**src/design/fcpa_pkg.sv**
```systemverilog
package fcpa_pkg;

    localparam int unsigned SIZE_WIDTH  = 17;
    localparam int unsigned COUNT_WIDTH = 9;
    localparam int unsigned BYTES_WIDTH = 25;
    localparam int unsigned OUT_ADDR_WIDTH = 32;
    localparam int unsigned CFG_DATA_WIDTH = 32;
    localparam int unsigned CFG_INDEX_WIDTH = 2;

    localparam logic [SIZE_WIDTH-1:0]  MIN_CHUNK = 17'd8;
    localparam logic [SIZE_WIDTH-1:0]  MAX_CHUNK = 17'd65536;
    localparam logic [BYTES_WIDTH-1:0] BYTES_MAX = 25'h1FF_FFFF;

    localparam logic [SIZE_WIDTH-1:0]  CHUNK_SIZE_RESET  = 17'd8;
    localparam logic [COUNT_WIDTH-1:0] CHUNK_COUNT_RESET = 9'd256;

    typedef enum logic [1:0] {
        OP_ALLOC  = 2'd0,
        OP_FREE   = 2'd1,
        OP_REFILL = 2'd2,
        OP_NOP    = 2'd3
    } op_t;

    typedef enum logic [1:0] {
        STAT_OK          = 2'd0,
        STAT_EMPTY       = 2'd1,
        STAT_MISMATCH    = 2'd2,
        STAT_NOTHING_USED = 2'd3
    } status_t;

    typedef enum logic [CFG_INDEX_WIDTH-1:0] {
        CFG_BASE        = 2'd0,
        CFG_CHUNK_SIZE  = 2'd1,
        CFG_CHUNK_COUNT = 2'd2
    } cfg_reg_t;

    typedef enum logic [1:0] {
        S_IDLE,
        S_POP,
        S_FILL
    } state_t;

    typedef struct packed {
        logic    pop_issue;
        logic    pop_done;
        logic    push;
        logic    fill_start;
        logic    fill_step;
        logic    result_load;
        status_t result_status;
    } dp_cmd_t;

    typedef struct packed {
        logic out_free;
        logic size_match;
        logic stack_empty;
        logic stack_full;
        logic used_zero;
        logic fill_last;
    } dp_stat_t;

endpackage

```
**src/design/fcpa_ctrl.sv**
```systemverilog
module fcpa_ctrl
(
    input  logic               clk,
    input  logic               rst_n,
    input  logic               in_valid,
    input  logic [1:0]         operation,
    input  fcpa_pkg::dp_stat_t stat,
    output logic               in_ready,
    output fcpa_pkg::dp_cmd_t  cmd
);

    fcpa_pkg::state_t state_reg;
    fcpa_pkg::state_t state_next;
    logic             accept;

    always_ff @(posedge clk or negedge rst_n)
    begin
        if (!rst_n)
        begin
            state_reg <= fcpa_pkg::S_IDLE;
        end
        else
        begin
            state_reg <= state_next;
        end
    end

    always_comb
    begin
        state_next = state_reg;
        cmd = '0;
        cmd.result_status = fcpa_pkg::STAT_OK;
        in_ready = (state_reg == fcpa_pkg::S_IDLE) && stat.out_free;
        accept = in_valid && in_ready;
        unique case (state_reg)
            fcpa_pkg::S_IDLE:
            begin
                if (accept)
                begin
                    unique case (fcpa_pkg::op_t'(operation))
                        fcpa_pkg::OP_ALLOC:
                        begin
                            if (!stat.size_match)
                            begin
                                cmd.result_load = 1'b1;
                                cmd.result_status = fcpa_pkg::STAT_MISMATCH;
                            end
                            else if (stat.stack_empty)
                            begin
                                cmd.result_load = 1'b1;
                                cmd.result_status = fcpa_pkg::STAT_EMPTY;
                            end
                            else
                            begin
                                cmd.pop_issue = 1'b1;
                                state_next = fcpa_pkg::S_POP;
                            end
                        end
                        fcpa_pkg::OP_FREE:
                        begin
                            cmd.result_load = 1'b1;
                            if (stat.used_zero || stat.stack_full)
                            begin
                                cmd.result_status = fcpa_pkg::STAT_NOTHING_USED;
                            end
                            else
                            begin
                                cmd.push = 1'b1;
                            end
                        end
                        fcpa_pkg::OP_REFILL:
                        begin
                            cmd.fill_start = 1'b1;
                            state_next = fcpa_pkg::S_FILL;
                        end
                        default:
                        begin
                            cmd.result_load = 1'b1;
                        end
                    endcase
                end
            end
            fcpa_pkg::S_POP:
            begin
                cmd.pop_done = 1'b1;
                cmd.result_load = 1'b1;
                state_next = fcpa_pkg::S_IDLE;
            end
            fcpa_pkg::S_FILL:
            begin
                cmd.fill_step = 1'b1;
                if (stat.fill_last)
                begin
                    cmd.result_load = 1'b1;
                    state_next = fcpa_pkg::S_IDLE;
                end
            end
            default:
            begin
                state_next = fcpa_pkg::S_IDLE;
            end
        endcase
    end

endmodule

```
**config.mk**
```make
export PLATFORM = sky130hd
export DESIGN_NAME = fcpa_ctrl
export DESIGN_NICKNAME = d
export VERILOG_FILES = /design/src/design/fcpa_pkg.sv /design/src/design/fcpa_ctrl.sv
export SDC_FILE = /design/constraint.sdc
export NUM_CORES = 1
export LEC_CHECK = 0
export BUFFER_PORTS_ARGS = -buffer_cell sky130_fd_sc_hd__clkbuf_2
export CAP_MARGIN = 20
export CELL_PAD_IN_SITES_DETAIL_PLACEMENT = 0
export CELL_PAD_IN_SITES_GLOBAL_PLACEMENT = 1
export CORE_AREA = 2 2 39 41
export CTS_CLUSTER_SIZE = 40
export DETAILED_ROUTE_END_ITERATION = 7
export DIE_AREA = 0 0 41 43
export GPL_TIMING_DRIVEN = 1
export HOLD_SLACK_MARGIN = 0.1
export PLACE_DENSITY = 0.56
export RECOVER_POWER = 100
export SETUP_SLACK_MARGIN = 0.05
export SYNTH_ARGS = -nofsm -noshare
export SYNTH_HDL_FRONTEND = slang
export SYNTH_SLANG_ARGS = --single-unit
```
**constraint.sdc**
```tcl
create_clock -name clk -period 3.25 [get_ports clk]
set_clock_uncertainty 0.05 [all_clocks]
set_input_delay 0.1625 -clock clk [delete_from_list [all_inputs] [get_ports clk]]
set_output_delay 0.1625 -clock clk [all_outputs]
set_load 0.02 [all_outputs]
```
Yosys cells after proc, flatten, opt, wreduce, memory -nomap -nowiden
Cells that the tools add are included.
{"block": "word_totals", "inputBits": 11, "word_cells": 43, "output_inout_bits": 9, "ff_bits": 2}
{"block": "op_classes", "n_eq_ne": 9, "mux": 27, "n_reduce_logical": 6}
{"op": "two-way mux 2 bit", "n": 8}
{"op": "case mux 2 bit (2 select lines)", "n": 3}
{"op": "two-way mux 1 bit", "n": 11}
{"op": "two-way mux 3 bit", "n": 3}
{"op": "!= test 3 bit (second input constant)", "n": 2}
{"op": "AND reduction 5 bit", "n": 1}
{"op": "equality test 2 x 1 -> 1 bit (second input constant)", "n": 2}
{"op": "equality test 2 bit (second input constant)", "n": 2}
{"op": "logical NOT 2 bit", "n": 2}
{"op": "!= test 2 bit (second input constant)", "n": 2}
{"op": "!= test 3 x 1 -> 1 bit (second input constant)", "n": 1}
{"op": "case mux 1 bit (3 select lines)", "n": 1}
{"op": "logical AND 1 bit", "n": 2}
{"op": "case mux 1 bit (2 select lines)", "n": 1}
{"op": "logical OR 1 bit", "n": 1}

Longest topological paths before layout
Gate-level depths: netlist of the first run.
{"block": "logic_depth", "word_depth": 5, "ltp_mapped": 3, "ltp_nobuf": 2}

Least setup slack after synthesis of the first run
OpenSTA, ideal clock, no wires.
{"block": "synth_path", "kind": "register -> output", "start": "register state_reg[1]", "end": "output port cmd[1] (netlist name)", "required_time_ns": 3.037, "path_slack_ns": 1.229, "stages_incl_launch_ff": 4, "n_path_buf": 1, "arrival_ns": 1.809, "path_cell_list": "dfrtp_1 nand4bb_1 clkbuf_1 a2111oi_0"}
{"element": "start, declared", "line": "fcpa_ctrl.sv:12", "source": "fcpa_pkg::state_t state_reg;"}
{"element": "start signal, assigned", "line": "fcpa_ctrl.sv:20", "source": "state_reg <= fcpa_pkg::S_IDLE;"}
{"element": "start signal, assigned", "line": "fcpa_ctrl.sv:24", "source": "state_reg <= state_next;"}
{"element": "end, declared", "line": "fcpa_ctrl.sv:9", "source": "output fcpa_pkg::dp_cmd_t cmd"}

==> impl_metrics.env, run 1 <==
export IMPL_port_buffers=19
export IMPL_hold_slack_ns=0.181
export IMPL_vias=290
export IMPL_regToRegStartpoint="state_reg[1]"
export IMPL_ctsRootBufferMaster="clkbuf_4"
export IMPL_netlist_area_um2=225
export IMPL_synth_distinct_cells=18
export IMPL_hold_path_class="input port to flip-flop"
export IMPL_status="completed"
export IMPL_path_clk_slew_ns=0.04
export IMPL_fp_dieH_um=43
export IMPL_largest_reg_flops=2
export IMPL_crit_type="flip-flop to output pin"
export IMPL_switchingPower_w=0.0000368
export IMPL_hold_viol_final=0
export IMPL_nFillCells=165
export IMPL_crit_chain="nand4bb_1 -> o311ai_0 -> clkbuf_1"
export IMPL_startpoint="state_reg[1]"
export IMPL_p_per_area_nw_per_um2=332
export IMPL_drc=0
export IMPL_yosysTopAreaCell="dfrtp_1"
export IMPL_floorplan_initialDensity=0.163
export IMPL_p_int_w=0.0000801
export IMPL_reg2reg_depth=2
export IMPL_drtIter0Drc=3
export IMPL_ant_nets=0
export IMPL_syn_instance_count=27
export IMPL_maxCapViolations=0
export IMPL_pwr_share_comb=0.273
export IMPL_totalPowerFinal_w=0.000117
export IMPL_leakage_nw=0.145
export IMPL_startpoint_type="flip-flop"
export IMPL_clkPwrFrac=0.491
export IMPL_drt_first_pass_iters=4
export IMPL_row_count=14
export IMPL_hold_path_startpoint="stat[0]"
export IMPL_vias_per_cell=4.46
export IMPL_hpwl_um=540
export IMPL_min_period_over_period=0.597
export IMPL_synth_fp_nets=38
export IMPL_ios=20
export IMPL_die_x_um=41
export IMPL_clkSinkCount=2
export IMPL_grt_overflow=0
export IMPL_seqPwrFrac=0.236
export IMPL_pre_cts_slack_ns=1.55
export IMPL_gp_congestion=0.632
export IMPL_grt_max_degree=10
export IMPL_numCtsBuffers=3
export IMPL_flow_area_growth_from_synthesis_pct=56.1
export IMPL_crit_end="cmd[2]"
export IMPL_diodes=0
export IMPL_required_ns=3.04
export IMPL_fmax_mhz=515
export IMPL_grt_pass1_wl_mm=1.10
export IMPL_cts_tree="done"
export IMPL_mostFrequentLayoutCells="clkbuf_1, clkbuf_2, nor3b_1, nor2b_1, clkbuf_4"
export IMPL_critical_path_max_stage_delay_ns=0.42
export IMPL_num_nets_final=62
export IMPL_slew_headroom=0.775
export IMPL_grt_pass1_vias=268
export IMPL_setup_slack_ns=1.31
export IMPL_clock_latency_ns=0.23
export IMPL_register_area_um2=50.0
export IMPL_antenna_found_initial=0
export IMPL_synth_area_leaders="dfrtp_1, nor3b_1, nor2b_1, nand3b_1, a211oi_2"
export IMPL_r2r_end="state_reg[0]"
export IMPL_ir_drop_v=0.000107
export IMPL_coreArea_um2=1380
export IMPL_multi_input_area_um2=159
export IMPL_synth_top_cell_area_share=0.222
export IMPL_drv_slew=0
export IMPL_reg2reg_slack_ns=1.93
export IMPL_netSwitchingFraction=0.315
export IMPL_grt_usage=0.0933
export IMPL_critPathArrivalTime_ns=1.73
export IMPL_rsz0062_at_grt="false"
export IMPL_min_period_ns=1.94
export IMPL_ys_warn_count=0
export IMPL_worstMarginPinSlew_ns=0.329
export IMPL_htreeDepth=1
export IMPL_avgSynthCellArea_um2=8.34
export IMPL_wl_per_cell_um=10.8
export IMPL_setup_viol=0
export IMPL_cp_max_fo=8
export IMPL_final_common_cell="clkbuf_1"
export IMPL_synth_seq_area_share=0.222
export IMPL_synth_seq_cells=2
export IMPL_endpoint_kind="output pin"
export IMPL_fin_tns_setup_ns=0
export IMPL_slowest_stage="dfrtp_1"
export IMPL_clockBufferDepth=2
export IMPL_drive_gt1_frac=0.245
export IMPL_dieArea_um2=1760
export IMPL_wl_um=702
==> through the flow <==
stage               instances  area (µm²)  utilization
global route               65         352        0.254
detailed placement         61         337        0.243
global placement           61         337        0.243
finish                     65         352        0.254
CTS                        65         369        0.267
floorplan                  27         225            -
==> what timing repair did <==
action / 4_1_cts / 5_1_grt
endpoints found under the hold margin: 2 / 0
hold buffers: 1 / 0
buffers inserted: 0 / 0
resized for setup: 0 / 0
==> critical path: cells and delay by family, from the launching register on <==
kind,cells,cell delay (ns)
AND/OR/NAND/NOR,1,0.41
flip-flops,1,0.42
AO/OA/AOI/OAI,1,0.40
buffers and inverters,1,0.27
==> kinds of logic after synthesis <==
family	share of synthesized area
and+or+nand+nor	0.478
DFF	0.222
buffers and inverters	0.0500
AOI/OAI and AO/OA	0.250
==> cell type report <==
class                           instances  area share
Timing Repair Buffer                   20       0.263
Clock buffer                            3      0.0641
Sequential cell                         2       0.142
Inverter                                2      0.0214
Tap cell                               16      0.0569
Multi-Input combinational cell         22       0.452
==> power groups by stage <==
stage	Combinational [W]	Clock [W]	Sequential (W)
final	0.0000319	0.0000574	0.0000276
after global routing	0.0000355	0.0000623	0.0000279
after CTS	0.0000340	0.0000594	0.0000276
after detailed placement	0.0000329	0	0.0000280
after global placement	0.0000333	0	0.0000278
after floorplan	0.0000181	0	0.0000275
==> cells in the mapped netlist <==
| cell | count |
|---|---|
| dfrtp_1 | 2 |
| o2bb2ai_1 | 1 |
| o21ai_0 | 1 |
| nor2b_1 | 3 |
| nand2b_1 | 2 |
| nor2_1 | 2 |
| nand3b_1 | 2 |
| o311ai_0 | 1 |
| nor3b_1 | 3 |
| clkbuf_1 | 1 |
| or4b_1 | 1 |
| nor4bb_1 | 1 |
| a21oi_1 | 1 |
| nand4bb_1 | 1 |
| a211oi_1 | 1 |
| a211oi_2 | 1 |
| inv_1 | 2 |
| a2111oi_0 | 1 |
==> worst min-delay path by stage <==
stage                         to  cells after the start  slack, ns
floorplan           state_reg[0]                      0      -0.18
global placement    state_reg[0]                      1       -0.1
detailed placement  state_reg[0]                      1       -0.1
CTS                 state_reg[1]                      3       0.18
global route        state_reg[1]                      3       0.21
finish              state_reg[1]                      3       0.18
==> metal layers <==
layer / vias up / global-route usage / share of wire
li1: 148 / - / -
met1: 121 / 0.135 / 0.52
met2: 21 / 0.113 / 0.34
met3: 0 / 0.0471 / 0.13
met4: 0 / 0.0400 / 0
met5: - / 0 / 0
No activity file was read; power rests on OpenSTA's default activity.
==> inputs of run 2 (changes only) <==
ABC_AREA = 1   (was not set)
CORE_AREA = not set   (was 2 2 39 41)
CORE_UTILIZATION = 19   (was not set)
DIE_AREA = not set   (was 0 0 41 43)
PLACE_DENSITY = 0.64   (was 0.56)
clock period = 1.6 ns   (was 3.25 ns; I/O delays follow)
==> run 2 against run 1 <==
  * Clock power rose by 92%
  * Synthesized area is 12% higher
  * Flip-flop and latch count unchanged
  * Synthesized cell count up 52%
  * First-iteration DRC count shrank 100%
  * Worst setup slack worse by 1.2 ns
  * Combinational power is 150% higher
  * Critical path depth increased by 1
  * Final cell count is 20% higher
  * Critical path type unchanged
  * Largest cell class unchanged
  * Largest power group unchanged
==> impl_metrics.env, run 2 <==
export IMPL_dieArea_um2=1480
export IMPL_p_per_area_nw_per_um2=632
export IMPL_largest_reg_flops=2
export IMPL_slowest_stage="dfrtp_1"
export IMPL_cts_tree="done"
export IMPL_busiest_layer="met2"
export IMPL_vias=320
export IMPL_hold_viol_final=0
export IMPL_ys_warn_count=0
export IMPL_path_buf_inv=1
export IMPL_ctsRootBufferMaster="clkbuf_4"
export IMPL_status="completed"
export IMPL_required_ns=1.47
export IMPL_async_flop_share=1.00
export IMPL_cts_hold_buf=1
export IMPL_num_nets_final=77
export IMPL_clockBufferDepth=2
export IMPL_ios=20
export IMPL_synth_fp_nets=52
export IMPL_fin_tns_setup_ns=0
export IMPL_drt_first_pass_iters=1
export IMPL_critPathTopFamily="simple AND/OR/NAND/NOR gates"
export IMPL_synth_distinct_cells=19
export IMPL_diodes=0
export IMPL_synth_seq_area_share=0.198
export IMPL_min_period_ns=1.45
export IMPL_port_buffers=19
export IMPL_critPathArrivalTime_ns=1.32
export IMPL_grt_max_degree=8
export IMPL_yosysMostFrequentCell="nand2_1"
export IMPL_synth_top_cell_area_share=0.198
export IMPL_drc=0
export IMPL_mostFrequentLayoutCells="nand2_1, clkbuf_2, clkbuf_1"
export IMPL_synth_edf_count=0
export IMPL_die_x_um=38.5
export IMPL_syn_instance_count=41
export IMPL_met2_usage=0.153
export IMPL_worstMarginPinSlew_ns=0.250
export IMPL_final_cells=78
export IMPL_yosysTopAreaCell="dfrtp_1"
export IMPL_coreArea_um2=1170
export IMPL_netlist_top_cells_count="nand2_1, inv_1, nor2_1"
export IMPL_startpoint_type="flip-flop"
export IMPL_ctsResizeCount=0
export IMPL_rsz0062_at_grt="false"
export IMPL_wl_um=586
export IMPL_cp_max_fo=7
export IMPL_synth_area_leaders="dfrtp_1, nand2_1, inv_1, nand3_4, nor2_1"
export IMPL_avgSynthCellArea_um2=6.16
export IMPL_flow_area_growth_from_synthesis_pct=53.0
export IMPL_slew_headroom=0.834
export IMPL_fp_dieH_um=38.5
export IMPL_place_inst=74
export IMPL_antenna_found_initial=0
export IMPL_numCtsBuffers=3
export IMPL_min_period_over_period=0.906
export IMPL_grt_usage=0.101
export IMPL_wl_per_cell_um=7.51
export IMPL_path_clk_slew_ns=0.03
export IMPL_grt_pass1_wl_um=972
export IMPL_setup_viol=0
export IMPL_htreeDepth=1
export IMPL_grtUsageMet1=0.105
export IMPL_row_count=12
export IMPL_grt_pass1_vias=278
export IMPL_grt_overflow=0
export IMPL_synthFlopType="dfrtp_1"
export IMPL_crit_chain="nor2_4 -> nand3_4 -> nor3_1 -> clkbuf_1"
export IMPL_hpwl_um=496
export IMPL_maxCapViolations=0
export IMPL_postLayoutCoreUtil=0.330
export IMPL_cts_setup_buffers=0
export IMPL_ir_drop_v=0.000209
export IMPL_drv_slew=0
export IMPL_totalPowerFinal_w=0.000244
export IMPL_hold_path_class="input port to asynchronous set/reset pin"
export IMPL_drive_gt1_frac=0.344
export IMPL_nFillCells=160
export IMPL_drtIter0Drc=0
export IMPL_crit_type="flip-flop to output pin"
export IMPL_netlist_area_um2=253
export IMPL_fmax_mhz=690
export IMPL_endpoint_kind="output pin"
export IMPL_clkSinkCount=2
export IMPL_vias_per_cell=4.10
export IMPL_gp_congestion=0.697
export IMPL_floorplan_initialDensity=0.216
export IMPL_synth_seq_cells=2
export IMPL_clock_latency_ns=0.22
export IMPL_critical_path_max_stage_delay_ns=0.40
export IMPL_leakage_nw=0.207
export IMPL_use_met3=0.0523
export IMPL_ant_nets=0
-- run 2: power by group --
part           leakage, nW  internal, W  switching, W
Clock               0.0138    0.0000826     0.0000270
Combinational        0.165    0.0000302     0.0000485
Sequential          0.0274    0.0000533    0.00000278
-- run 2: path summary, 6_finish.rpt --
| kind | depth (start not counted) | slack, ns | endpoint | start |
|---|---|---|---|---|
| worst max-delay path | 4 | 0.15 | cmd[7] | state_reg[0] |
| worst min-delay path | 2 | 0.12 | state_reg[0] | rst_n |
| worst max register to register | 3 | 0.60 | state_reg[1] | state_reg[0] |
| worst min register to register | 3 | 0.63 | state_reg[1] | state_reg[1] |
| max in group asynchronous | 2 | 1.25 | state_reg[1] | rst_n |
| min in group clk | 4 | 0.13 | state_reg[1] | stat[0] |
-- run 2: layout make-up --
cell class,instances,area [µm²],area share
inverter,10,38.8,0.100
tap,14,17.5,0.0453
multi-input combinational,29,164,0.424
timing repair buffer,20,93.8,0.243
sequential,2,50.0,0.129
clock buffer,3,22.5,0.0583
-- run 2: cells by family after synthesis --
family,Yosys count,synth area share
AOI/OAI and AO/OA,5,0.109
buffers and inverters,10,0.153
DFF,2,0.198
and+or+nand+nor,24,0.540
-- run 2: routing by layer --
layer	up-vias	share of wire
li1	172	-
met1	135	0.47
met2	13	0.46
met3	0	0.070
met4	0	0
met5	-	0
-- run 2: per-stage QoR --
stage | setup slack (ns) | hold WS [ns] | area [µm²]
after floorplan | 0.344 | -0.266 | 253
after CTS | 0.168 | 0.108 | 398
final | 0.151 | 0.124 | 387
after global routing | 0.0619 | 0.143 | 387
after global placement | 0.433 | -0.180 | 365
after detailed placement | 0.419 | -0.181 | 365
-- run 2: worst reg2reg max path: cells and delay by family, from the launching register on --
| kind | cells | cell delay [ns] |
|---|---|---|
| DFF | 1 | 0.40 |
| AOI/OAI and AO/OA | 1 | 0.18 |
| and+or+nand+nor | 2 | 0.28 |
